`config.mk`:
```
export PLATFORM = sky130hd
export DESIGN_NAME = erpm_serial_mul
export DESIGN_NICKNAME = d
export VERILOG_FILES = /design/src/rtl/core/erpm_pkg.sv /design/src/rtl/core/erpm_serial_mul.sv
export SDC_FILE = /design/constraint.sdc
export NUM_CORES = 1
export LEC_CHECK = 0
export BUFFER_PORTS_ARGS = -buffer_cell sky130_fd_sc_hd__buf_4
export CAP_MARGIN = 40
export CORE_AREA = 2 2 121 147
export DETAILED_ROUTE_END_ITERATION = 10
export DIE_AREA = 0 0 123 149
export HOLD_SLACK_MARGIN = 0.05
export PLACE_DENSITY = 0.51
export SLEW_MARGIN = 30
export SYNTH_ARGS = -nofsm -noshare
export SYNTH_HDL_FRONTEND = slang
export SYNTH_SLANG_ARGS = --single-unit
```
`constraint.sdc`:
```
create_clock -name clock -period 3.4 [get_ports clock]
set_clock_uncertainty 0.2 [all_clocks]
set_input_delay 0.51 -clock clock [delete_from_list [all_inputs] [get_ports clock]]
set_output_delay 0.51 -clock clock [all_outputs]
set_load 0.01 [all_outputs]
```
`src/rtl/core/erpm_pkg.sv`:
```
// shared constants and types of the level meter
`default_nettype none

package erpm_pkg;

   // default widths
   localparam int SampleBitsDefault = 24;
   localparam int WeightBitsDefault = 32;

   // register port width and reset value of the smoothing weight
   localparam int CsrBits = 32;
   localparam logic [CsrBits-1:0] WeightResetValue = 32'd324638;

   // sequencer states
   typedef enum logic [2:0] {
      ST_IDLE,
      ST_SQUARE,
      ST_SCALE,
      ST_ROOT,
      ST_EMIT
   } erpm_state_type;

endpackage

`default_nettype wire

```
`src/rtl/core/erpm_serial_mul.sv`:
```
// bit-serial shift-add multiplier, one multiplier bit per cycle
`default_nettype none

module erpm_serial_mul import erpm_pkg::*; #(
   parameter int A_BITS = SampleBitsDefault,
   parameter int B_BITS = SampleBitsDefault
) (
   input  logic                     clock,
   input  logic                     reset,
   input  logic                     start,
   input  logic [A_BITS-1:0]        mcand,
   input  logic [B_BITS-1:0]        mplier,
   output logic                     done,
   output logic [A_BITS+B_BITS-1:0] product
);

   localparam int CountBits = $clog2(B_BITS + 1);

   logic [A_BITS+B_BITS-1:0] prod_ff;
   logic [A_BITS+B_BITS-1:0] prod_in;
   logic [A_BITS-1:0]        mcand_ff;
   logic [CountBits-1:0]     count_ff;
   logic                     run_ff;
   logic                     done_ff;
   logic [A_BITS:0]          partial;

   // add multiplicand into the upper half when the low bit is set, then shift
   always_comb begin
      partial = {1'b0, prod_ff[A_BITS+B_BITS-1:B_BITS]}
              + (prod_ff[0] ? {1'b0, mcand_ff} : {(A_BITS + 1){1'b0}});
      prod_in = {partial, prod_ff[B_BITS-1:1]};
   end

   // step counter and completion flag
   always_ff @(posedge clock) begin
      if (reset) begin
         run_ff   <= 1'b0;
         done_ff  <= 1'b0;
         count_ff <= '0;
      end else begin
         done_ff <= 1'b0;
         if (start) begin
            run_ff   <= 1'b1;
            count_ff <= CountBits'(B_BITS);
         end else if (run_ff) begin
            count_ff <= count_ff - CountBits'(1);
            if (count_ff == CountBits'(1)) begin
               run_ff  <= 1'b0;
               done_ff <= 1'b1;
            end
         end
      end
   end

   // product shift register, multiplier enters in the low half
   always_ff @(posedge clock) begin
      if (start) begin
         prod_ff  <= {{A_BITS{1'b0}}, mplier};
         mcand_ff <= mcand;
      end else if (run_ff) begin
         prod_ff <= prod_in;
      end
   end

   assign done    = done_ff;
   assign product = prod_ff;

endmodule

`default_nettype wire

```
==> results_dict.tcl <==
set metrics [dict create \
    yosysMostFrequentCell "edfxtp_1" \
    port_buffers 99 \
    clock.fmax_mhz 317 \
    drt-wirelength-per-cell_um 14.5 \
    dp_slack_ns 0.275 \
    wirelength_mm 10.2 \
    cts.repair.resized 0 \
    grt_use_total_pct 11.6 \
    yosys.cell_types.count 53 \
    nets 554 \
    seq_power_share_pct 41.8 \
    total_power_mw 2.80 \
    initial_utilization_pct 24.4 \
    hold_violations 0 \
    regArea_um2 2060 \
    cts_tree "yes" \
    synthToLayoutAreaGrowth_pct 31.9 \
    post-cts-setup-buffer-count 0 \
    yosys-mux-area-fraction_pct 8.64 \
    syn_area_um2 4170 \
    synth_area_leaders "edfxtp_1 (35%), dfxtp_1 (15%), ha_1 (7.8%)" \
    start_kind "register" \
    tightestPinTransition_ns 0.763 \
    setup_viol 0 \
    die_w_um 123 \
    netSwitchingFraction_pct 25.6 \
    critical_path_class "register to register" \
    synthFlopType "edfxtp_1" \
    timing.rr.end "product[47]" \
    status "complete, no violations" \
    clock_latency_ns 0.34 \
    root_buffer "clkbuf_16" \
    first_pass_iters 4 \
    clkPwrFrac_pct 39.1 \
    n_fill_cell 1782 \
    h-tree-depth 3 \
    layout_setup_ws_ns 0.241 \
    die_y_um 149 \
    postSynthCellCount 377 \
    drc 0 \
    async_reset_ff_share_pct 0 \
    power.density_nw_per_um2 510 \
    synth-edff-count 48 \
    ir_drop_mv 0.183 \
    holdPathEnd "mcand_ff[3]" \
    cp.required_ns 3.40 \
    drv_slew 0 \
    pwr-share-comb_pct 19.0 \
    reg2reg_setup_slack_ns 0.24 \
    synth.avg_cell_area_um2 11.1 \
    cts_hold_buffers 0 \
    ios 100 \
    synthAdderAreaFrac_pct 8.28 \
    switchingPower_uw 719 \
    grt_max_degree 39 \
    synth_xor_xnor_area_share_pct 4.20 \
    end_kind "register" \
    slew_headroom_pct 49.1 \
    fin_hold_ws_ns 0.146 \
    numCtsBuffers 9 \
    initialDrtViolationCount 93 \
    drive_above_1_share_pct 31.2 \
    grt_setup_unrepaired "false" \
    ant_nets 0 \
    grt_pass1_wl_mm 16.6 \
    power_leakage_nw 2.27 \
    synth.largest_area_cell "edfxtp_1" \
    synth_common_cells "edfxtp_1 (48), dfxtp_1 (31), and2_1 (26), ha_1 (26), nand2_1 (26)" \
    row_count 53 \
    core_area_um2 17100 \
    yosys_warnings 0 \
    antenna_found_initial 0 \
    arrival_ns 3.16 \
    yosysSeqAreaShare_pct 49.4 \
    multi_input_comb_area_um2 2010 \
    ff2ff_path_depth 10 \
    synth.net_count 455 \
    viasPerCell 4.57 \
    fin_util_pct 32.2 \
    cts.sinks 79 \
    overflow 0 \
    ys_ff_latch 79 \
    synth_top_family_by_area "simple AND/OR/NAND/NOR gates" \
    synth_compound_gate_area_share_pct 13.5 \
    finalSetupTns_ns 0 \
    period_share_pct 92.9 \
    reg2reg_from "product[0]" \
    grt_pass1_vias 3388 \
    dp.final_hpwl_mm 7.48 \
    clock_path_buffers 2 \
    min_period_ns 3.16 \
    dieArea_um2 18300 \
    holdCritPathClass "input pin to register" \
    cap_violations 0 \
    hold_depth 1 \
    gp_congestion 0.812 \
    intPower_mw 2.09 \
    worst-path-max-fanout 15 \
    dr_total_vias 3206 \
    yosysTopAreaCellShare_pct 34.6 \
    clkTransAtPathRegs_ns 0.06 \
    diodes 0 \
    synth-simple-area-share_pct 13.6 \
    hp-start "mcand[3]" \
]
through the flow:
step                instances  area, um^2
floorplan                 377        4170
global placement          685        5170
detailed placement        685        5170
CTS                       701        5500
global route              701        5500
finish                    701        5500
sequential cells by signal (all words and copies together), names as in the netlist:
name,count
count_ff,5
done,1
product,48
mcand_ff,24
run_ff,1
cells by family after synthesis:
kind of cell / count (synthesis)
AO/OA/AOI/OAI: 82
XOR/XNOR: 20
adder cells (fa/ha/maj): 27
buffers and inverters: 25
flip-flops: 79
multiplexers: 33
AND/OR/NAND/NOR: 111
cell usage in the layout, fill, tap and decap left out, drive strengths merged, types with 2 or more instances in the layout:
cell type,Yosys,final
buf,2,104
nand4,7,7
a21oi,26,26
edfxtp,48,48
nor2,23,23
nand3,4,4
a21o,6,6
and2,26,26
xor2,9,9
a31oi,4,4
mux2,24,24
nand2b,4,4
and3,5,5
inv,9,9
ha,26,26
clkbuf,14,13
mux2i,9,9
o22ai,2,2
bufinv,0,2
dfxtp,31,31
nor3,7,7
nor4b,2,2
o211ai,4,4
a21boi,3,3
nand2,26,26
xnor2,11,11
nor2b,2,2
a211oi,7,7
o21ai,17,17
cell type report:
class	count	area share, %
well taps	220	5.00
multi-input cells	273	36.6
flip-flops and latches	79	37.5
repair buffers	104	14.2
clock buffers	13	4.93
inverters	9	0.614
clock inverters	3	1.18
layer usage:
metal	track usage, %	vias up	wire length [um]
met4	5.57	0	187
met2	19.4	88	5050
met1	13.7	1513	4390
met5	0	-	0
li1	-	1593	-
met3	2.87	12	561
worst max path at each step:
stage | startpoint | endpoint | slack, ns | cells after the start
6_report | product[0] | product[47] | 0.24 | 10
5_1_grt | product[0] | product[47] | 0.01 | 10
4_1_cts | product[0] | product[47] | 0.24 | 10
3_5_place_dp | product[0] | product[47] | 0.27 | 10
3_3_place_gp | product[0] | product[37] | 0.36 | 10
2_1_floorplan | product[0] | product[37] | 0.53 | 11
power by group through the flow:
stage               Clock (mW)  Sequential (mW)  Combinational (mW)
floorplan                    0             1.20               0.301
global placement             0             1.19               0.531
detailed placement           0             1.19               0.538
CTS                       1.12             1.18               0.540
global route              1.17             1.19               0.589
finish                    1.10             1.17               0.534
worst max-delay path, stage by stage, from the launching register on:
cell	delay, ns
edfxtp_1	0.59
and2_1	0.23
ha_1	0.22
fa_1	0.42
a21oi_1	0.22
o21ai_1	0.13
a31oi_1	0.37
a21oi_4	0.17
a22o_1	0.22
nor3_1	0.15
o22ai_1	0.11
(Power assumes the default switching activity.)
