[src/rtl/core/erpm_pkg.sv]
// shared constants and types of the level meter
`default_nettype none

package erpm_pkg;

   // default widths
   localparam int SampleBitsDefault = 24;
   localparam int WeightBitsDefault = 32;

   // register port width and reset value of the smoothing weight
   localparam int CsrBits = 32;
   localparam logic [CsrBits-1:0] WeightResetValue = 32'd324638;

   // sequencer states
   typedef enum logic [2:0] {
      ST_IDLE,
      ST_SQUARE,
      ST_SCALE,
      ST_ROOT,
      ST_EMIT
   } erpm_state_type;

endpackage

`default_nettype wire

[src/rtl/core/erpm_serial_sqrt.sv]
// restoring square root, one result bit (two radicand bits) per cycle
`default_nettype none

module erpm_serial_sqrt import erpm_pkg::*; #(
   parameter int ROOT_BITS = SampleBitsDefault
) (
   input  logic                   clock,
   input  logic                   reset,
   input  logic                   start,
   input  logic [2*ROOT_BITS-1:0] radicand,
   output logic                   done,
   output logic [ROOT_BITS-1:0]   root
);

   localparam int CountBits = $clog2(ROOT_BITS + 1);

   logic [2*ROOT_BITS-1:0] rad_ff;
   logic [ROOT_BITS+1:0]   rem_ff;
   logic [ROOT_BITS+1:0]   rem_in;
   logic [ROOT_BITS-1:0]   root_ff;
   logic [CountBits-1:0]   count_ff;
   logic                   run_ff;
   logic                   done_ff;
   logic [ROOT_BITS+3:0]   rem_shift;
   logic [ROOT_BITS+3:0]   trial;
   logic [ROOT_BITS+3:0]   rem_diff;
   logic                   fits;

   // bring down the next digit pair and try root*4+1
   always_comb begin
      rem_shift = {rem_ff, rad_ff[2*ROOT_BITS-1 -: 2]};
      trial     = {2'b00, root_ff, 2'b01};
      rem_diff  = rem_shift - trial;
      fits      = rem_shift >= trial;
      rem_in    = fits ? rem_diff[ROOT_BITS+1:0] : rem_shift[ROOT_BITS+1:0];
   end

   // step counter and completion flag
   always_ff @(posedge clock) begin
      if (reset) begin
         run_ff   <= 1'b0;
         done_ff  <= 1'b0;
         count_ff <= '0;
      end else begin
         done_ff <= 1'b0;
         if (start) begin
            run_ff   <= 1'b1;
            count_ff <= CountBits'(ROOT_BITS);
         end else if (run_ff) begin
            count_ff <= count_ff - CountBits'(1);
            if (count_ff == CountBits'(1)) begin
               run_ff  <= 1'b0;
               done_ff <= 1'b1;
            end
         end
      end
   end

   // radicand, remainder and root shift registers
   always_ff @(posedge clock) begin
      if (start) begin
         rad_ff  <= radicand;
         rem_ff  <= '0;
         root_ff <= '0;
      end else if (run_ff) begin
         rad_ff  <= {rad_ff[2*ROOT_BITS-3:0], 2'b00};
         rem_ff  <= rem_in;
         root_ff <= {root_ff[ROOT_BITS-2:0], fits};
      end
   end

   assign done = done_ff;
   assign root = root_ff;

endmodule

`default_nettype wire

[config.mk]
export PLATFORM = sky130hd
export DESIGN_NAME = erpm_serial_sqrt
export DESIGN_NICKNAME = d
export VERILOG_FILES = /design/src/rtl/core/erpm_pkg.sv /design/src/rtl/core/erpm_serial_sqrt.sv
export SDC_FILE = /design/constraint.sdc
export NUM_CORES = 1
export LEC_CHECK = 0
export BUFFER_PORTS_ARGS = -buffer_cell sky130_fd_sc_hd__buf_4
export CELL_PAD_IN_SITES_DETAIL_PLACEMENT = 0
export CELL_PAD_IN_SITES_GLOBAL_PLACEMENT = 2
export CORE_MARGIN = 3
export CORE_UTILIZATION = 37
export CTS_CLUSTER_SIZE = 40
export DETAILED_ROUTE_END_ITERATION = 12
export PLACE_DENSITY = 0.87
export SLEW_MARGIN = 20
export SYNTH_ARGS = -nofsm -noshare
export SYNTH_HDL_FRONTEND = slang
export SYNTH_SLANG_ARGS = --single-unit
export TNS_END_PERCENT = 100
[constraint.sdc]
create_clock -name clock -period 3.3 [get_ports clock]
set_clock_uncertainty 0.05 [all_clocks]
set_input_delay 0.33 -clock clock [delete_from_list [all_inputs] [get_ports clock]]
set_output_delay 0.33 -clock clock [all_outputs]
set_load 0.005 [all_outputs]
==> flow_summary.json <==
{
  "status": "completed",
  "synth_xor_area_share_pct": 2.54,
  "fp.dieH_um": 132,
  "drt_iter0_drc": 276,
  "nNetsFinal": 743,
  "yosysSeqAreaShare_pct": 44.0,
  "gp_congestion": 0.812,
  "max_stage_delay_ns": 0.39,
  "fin_ws_ns": 0.310,
  "syn-num-nets": 678,
  "hold_viol_final": 0,
  "fin_crit_ns": 2.99,
  "antenna_found_initial": 0,
  "grt_max_degree": 73,
  "vias": 4596,
  "dp_slack_ns": 0.181,
  "fillers": 1486,
  "fmax_ghz": 0.334,
  "grt_pass1_vias": 4625,
  "worst-path-stages": 10,
  "synth_compound_area_share_pct": 14.9,
  "async_reset_ff_share_pct": 0,
  "synth.distinct_cells": 63,
  "grt_usage_pct": 15.9,
  "p_int_uw": 3080,
  "cts_sinks": 105,
  "start_util_pct": 38.2,
  "cts_max_path_buffers": 2,
  "rows": 45,
  "synth_top_area_share_pct": 24.6,
  "cts_tree": "yes",
  "cp.required_ns": 3.51,
  "synth_top_family_by_area": "compound AO/OA/AOI/OAI gates",
  "io_pins": 76,
  "clk_pin_slew_ns": 0.08,
  "clkLatencyLatePin_ns": 0.35,
  "viasPerCell": 5.22,
  "post-cts-setup-buffers": 0,
  "postCtsResizedCells": 0,
  "worst_hold_path.num_cells": 2,
  "seq_area_sq_um": 2580,
  "antenna_cells": 0,
  "seqPwrFrac_pct": 32.7,
  "worstMarginPinSlew_ns": 0.904,
  "min_path_type": "primary input to register",
  "reg2regPathDepth": 10,
  "clockPowerShare_pct": 23.1,
  "drtPass1Iterations": 4,
  "multi_input_area_sq_um": 3010,
  "portBuffers": 75,
  "synthMuxAreaShare_pct": 13.3,
  "syn_inst": 599,
  "htreeDepth": 3,
  "gr-total-overflow": 0,
  "die_width_um": 132,
  "syn_area_sq_um": 5860,
  "irDropWorstVdd_mv": 0.409,
  "holdBufCountCts": 0,
  "crit_buf_inv": 2,
  "drive_gt1_share_pct": 23.8,
  "cp_max_fo": 11,
  "switchingPower_uw": 1840,
  "dp_hpwl_mm": 9.49,
  "synth-simple-area-share_pct": 14.4,
  "fin_crit_sh_pct": 90.6,
  "ys_ff_latch": 105,
  "cp-end-kind": "register",
  "syn_to_final_growth_pct": 19.3,
  "power_leakage_uw": 0.00279,
  "cts-root-buf": "clkbuf_16",
  "crit_slowest_cell": "dfxtp_1",
  "yosys_warnings": 0,
  "synth_top_area_cell": "edfxtp_1",
  "cp-start-kind": "register",
  "cts_buffers": 9,
  "avgRoutedWirePerCell_um": 15.1,
  "synthAdderAreaFrac_pct": 5.97,
  "core_sq_um": 15400,
  "cp.arrival_ns": 3.20,
  "p_comb_share_pct": 44.2,
  "die-area_sq_um": 17400,
  "relSlewSlack_pct": 39.7,
  "rsz0062_at_grt": "no",
  "ys.flop_type": "dfxtp_1",
  "ant_nets": 0,
  "synth.area.top_cells": "edfxtp_1, dfxtp_1, mux2_2, ha_1, nor2_1",
  "swShare_pct": 37.4,
  "path_class": "register to register",
  "post-route-drc-count": 0,
  "worstPathCellList": "inv_1, ha_1, a21oi_1, nor3b_1, a211oi_2, o21bai_1, a31o_2, buf_4, nand2_1, a311oi_1",
  "cap_violations": 0,
  "synth_area_per_cell_sq_um": 9.79,
  "synth-edff-count": 48,
  "tns_ns": 0,
  "grt_pass1_wl_mm": 23.1,
  "cellPowerDensity_nw_per_um2": 703,
  "setup_viol_count_final": 0,
  "wl_mm": 13.3,
  "critPathTopFamily": "compound AO/OA/AOI/OAI gates",
  "final-max-slew-violation-count": 0
}
[registers in the layout (all words and copies together) (netlist names)]
name	count
root	24
count_ff	5
done	1
rem_ff	26
run_ff	1
rad_ff	48
[routing by layer]
metal | up-vias | wire, um | GRT usage (%) | share of wire, %
li1 | 2312 | - | - | -
met1 | 2185 | 6100 | 20.4 | 46
met2 | 84 | 6090 | 25.3 | 46
met3 | 15 | 881 | 5.34 | 6.6
met4 | 0 | 243 | 5.08 | 1.8
met5 | - | 0 | 0 | 0
[worst register-to-register path: cells and delay by family, from the launching register on]
kind	cells	cell delay, ns
AO/OA/AOI/OAI	5	1.34
AND/OR/NAND/NOR	2	0.44
flip-flops	1	0.39
buffers and inverters	2	0.31
adder cells (fa/ha/maj)	1	0.37
[worst paths after layout]
check                                              from                       to  slack [ns]
worst max-delay path               root[3]$_SDFFE_PP0P_  rem_ff[15]$_SDFFE_PP0P_        0.31
worst min-delay path                              reset        run_ff$_SDFF_PP0_        0.13
worst max register to register     root[3]$_SDFFE_PP0P_  rem_ff[15]$_SDFFE_PP0P_        0.31
worst min register to register  rem_ff[24]$_SDFFE_PP0P_  rem_ff[24]$_SDFFE_PP0P_        0.43
[cell usage after synthesis (7+ instances only)]
master     n
a21oi_1   30
and3_1    12
nor3_1    11
ha_1      28
mux2_2    46
a311oi_1  17
edfxtp_1  48
a21o_1     7
xnor2_1   12
o21ai_0   17
inv_1     37
nand3_1   10
nand2_1   46
nor2_1    70
dfxtp_1   57
buf_1      7
clkbuf_1  21
mux2i_1   26
[logic make-up (layout without fill, tap and decap cells)]
group,count (synthesis),in the layout
fa+ha+maj,28,28
compound gates,123,123
xor+xnor,17,17
simple gates,182,182
flops,105,105
buf+inv,72,142
mux,72,72
[cell usage in the layout (no fill, tap or decap), types with 3 or more instances in the layout]
| cell | n |
|---|---|
| a2111oi_0 | 3 |
| a211oi_1 | 5 |
| a21o_1 | 7 |
| a21oi_1 | 30 |
| a221o_1 | 3 |
| a311oi_1 | 17 |
| a31oi_1 | 3 |
| and2_1 | 3 |
| and3_1 | 12 |
| and4_1 | 5 |
| buf_4 | 86 |
| clkbuf_16 | 9 |
| dfxtp_1 | 56 |
| edfxtp_1 | 48 |
| ha_1 | 28 |
| inv_1 | 37 |
| mux2_2 | 46 |
| mux2i_1 | 26 |
| nand2_1 | 45 |
| nand3_1 | 10 |
| nand4_1 | 4 |
| nor2_1 | 70 |
| nor2b_1 | 6 |
| nor3_1 | 11 |
| nor4_1 | 3 |
| o21a_1 | 4 |
| o21ai_0 | 17 |
| o21bai_1 | 6 |
| or3_1 | 5 |
| xnor2_1 | 12 |
| xor2_1 | 5 |
[power by group through the flow]
stage	registers (uW)	logic, uW	clock network, uW
2_1_floorplan	1610	1580	0
3_3_place_gp	1640	2130	0
3_5_place_dp	1640	2150	0
4_1_cts	1610	2170	1180
5_1_grt	1630	2430	1230
6_report	1610	2170	1130
[cell type report]
type / instances / share of cell area, %
multi-input cells: 422 / 43.0
flip-flops and latches: 105 / 36.9
repair buffers: 88 / 9.80
well taps: 211 / 3.77
clock buffers: 10 / 3.27
inverters: 38 / 2.04
clock inverters: 6 / 1.20
[per-stage QoR]
| stage | cells | total power, uW | hold slack (ns) | cell area [sq um] | util [%] |
|---|---|---|---|---|---|
| global placement | 864 | 3770 | 0.421 | 6670 | 43.4 |
| finish | 880 | 4920 | 0.127 | 6990 | 45.5 |
| detailed placement | 864 | 3790 | 0.428 | 6670 | 43.4 |
| global route | 880 | 5300 | 0.128 | 6990 | 45.5 |
| CTS | 880 | 4960 | 0.110 | 6990 | 45.5 |
| floorplan | 599 | 3190 | 0.349 | 5860 | - |
Power figures use the tool's default switching activity.
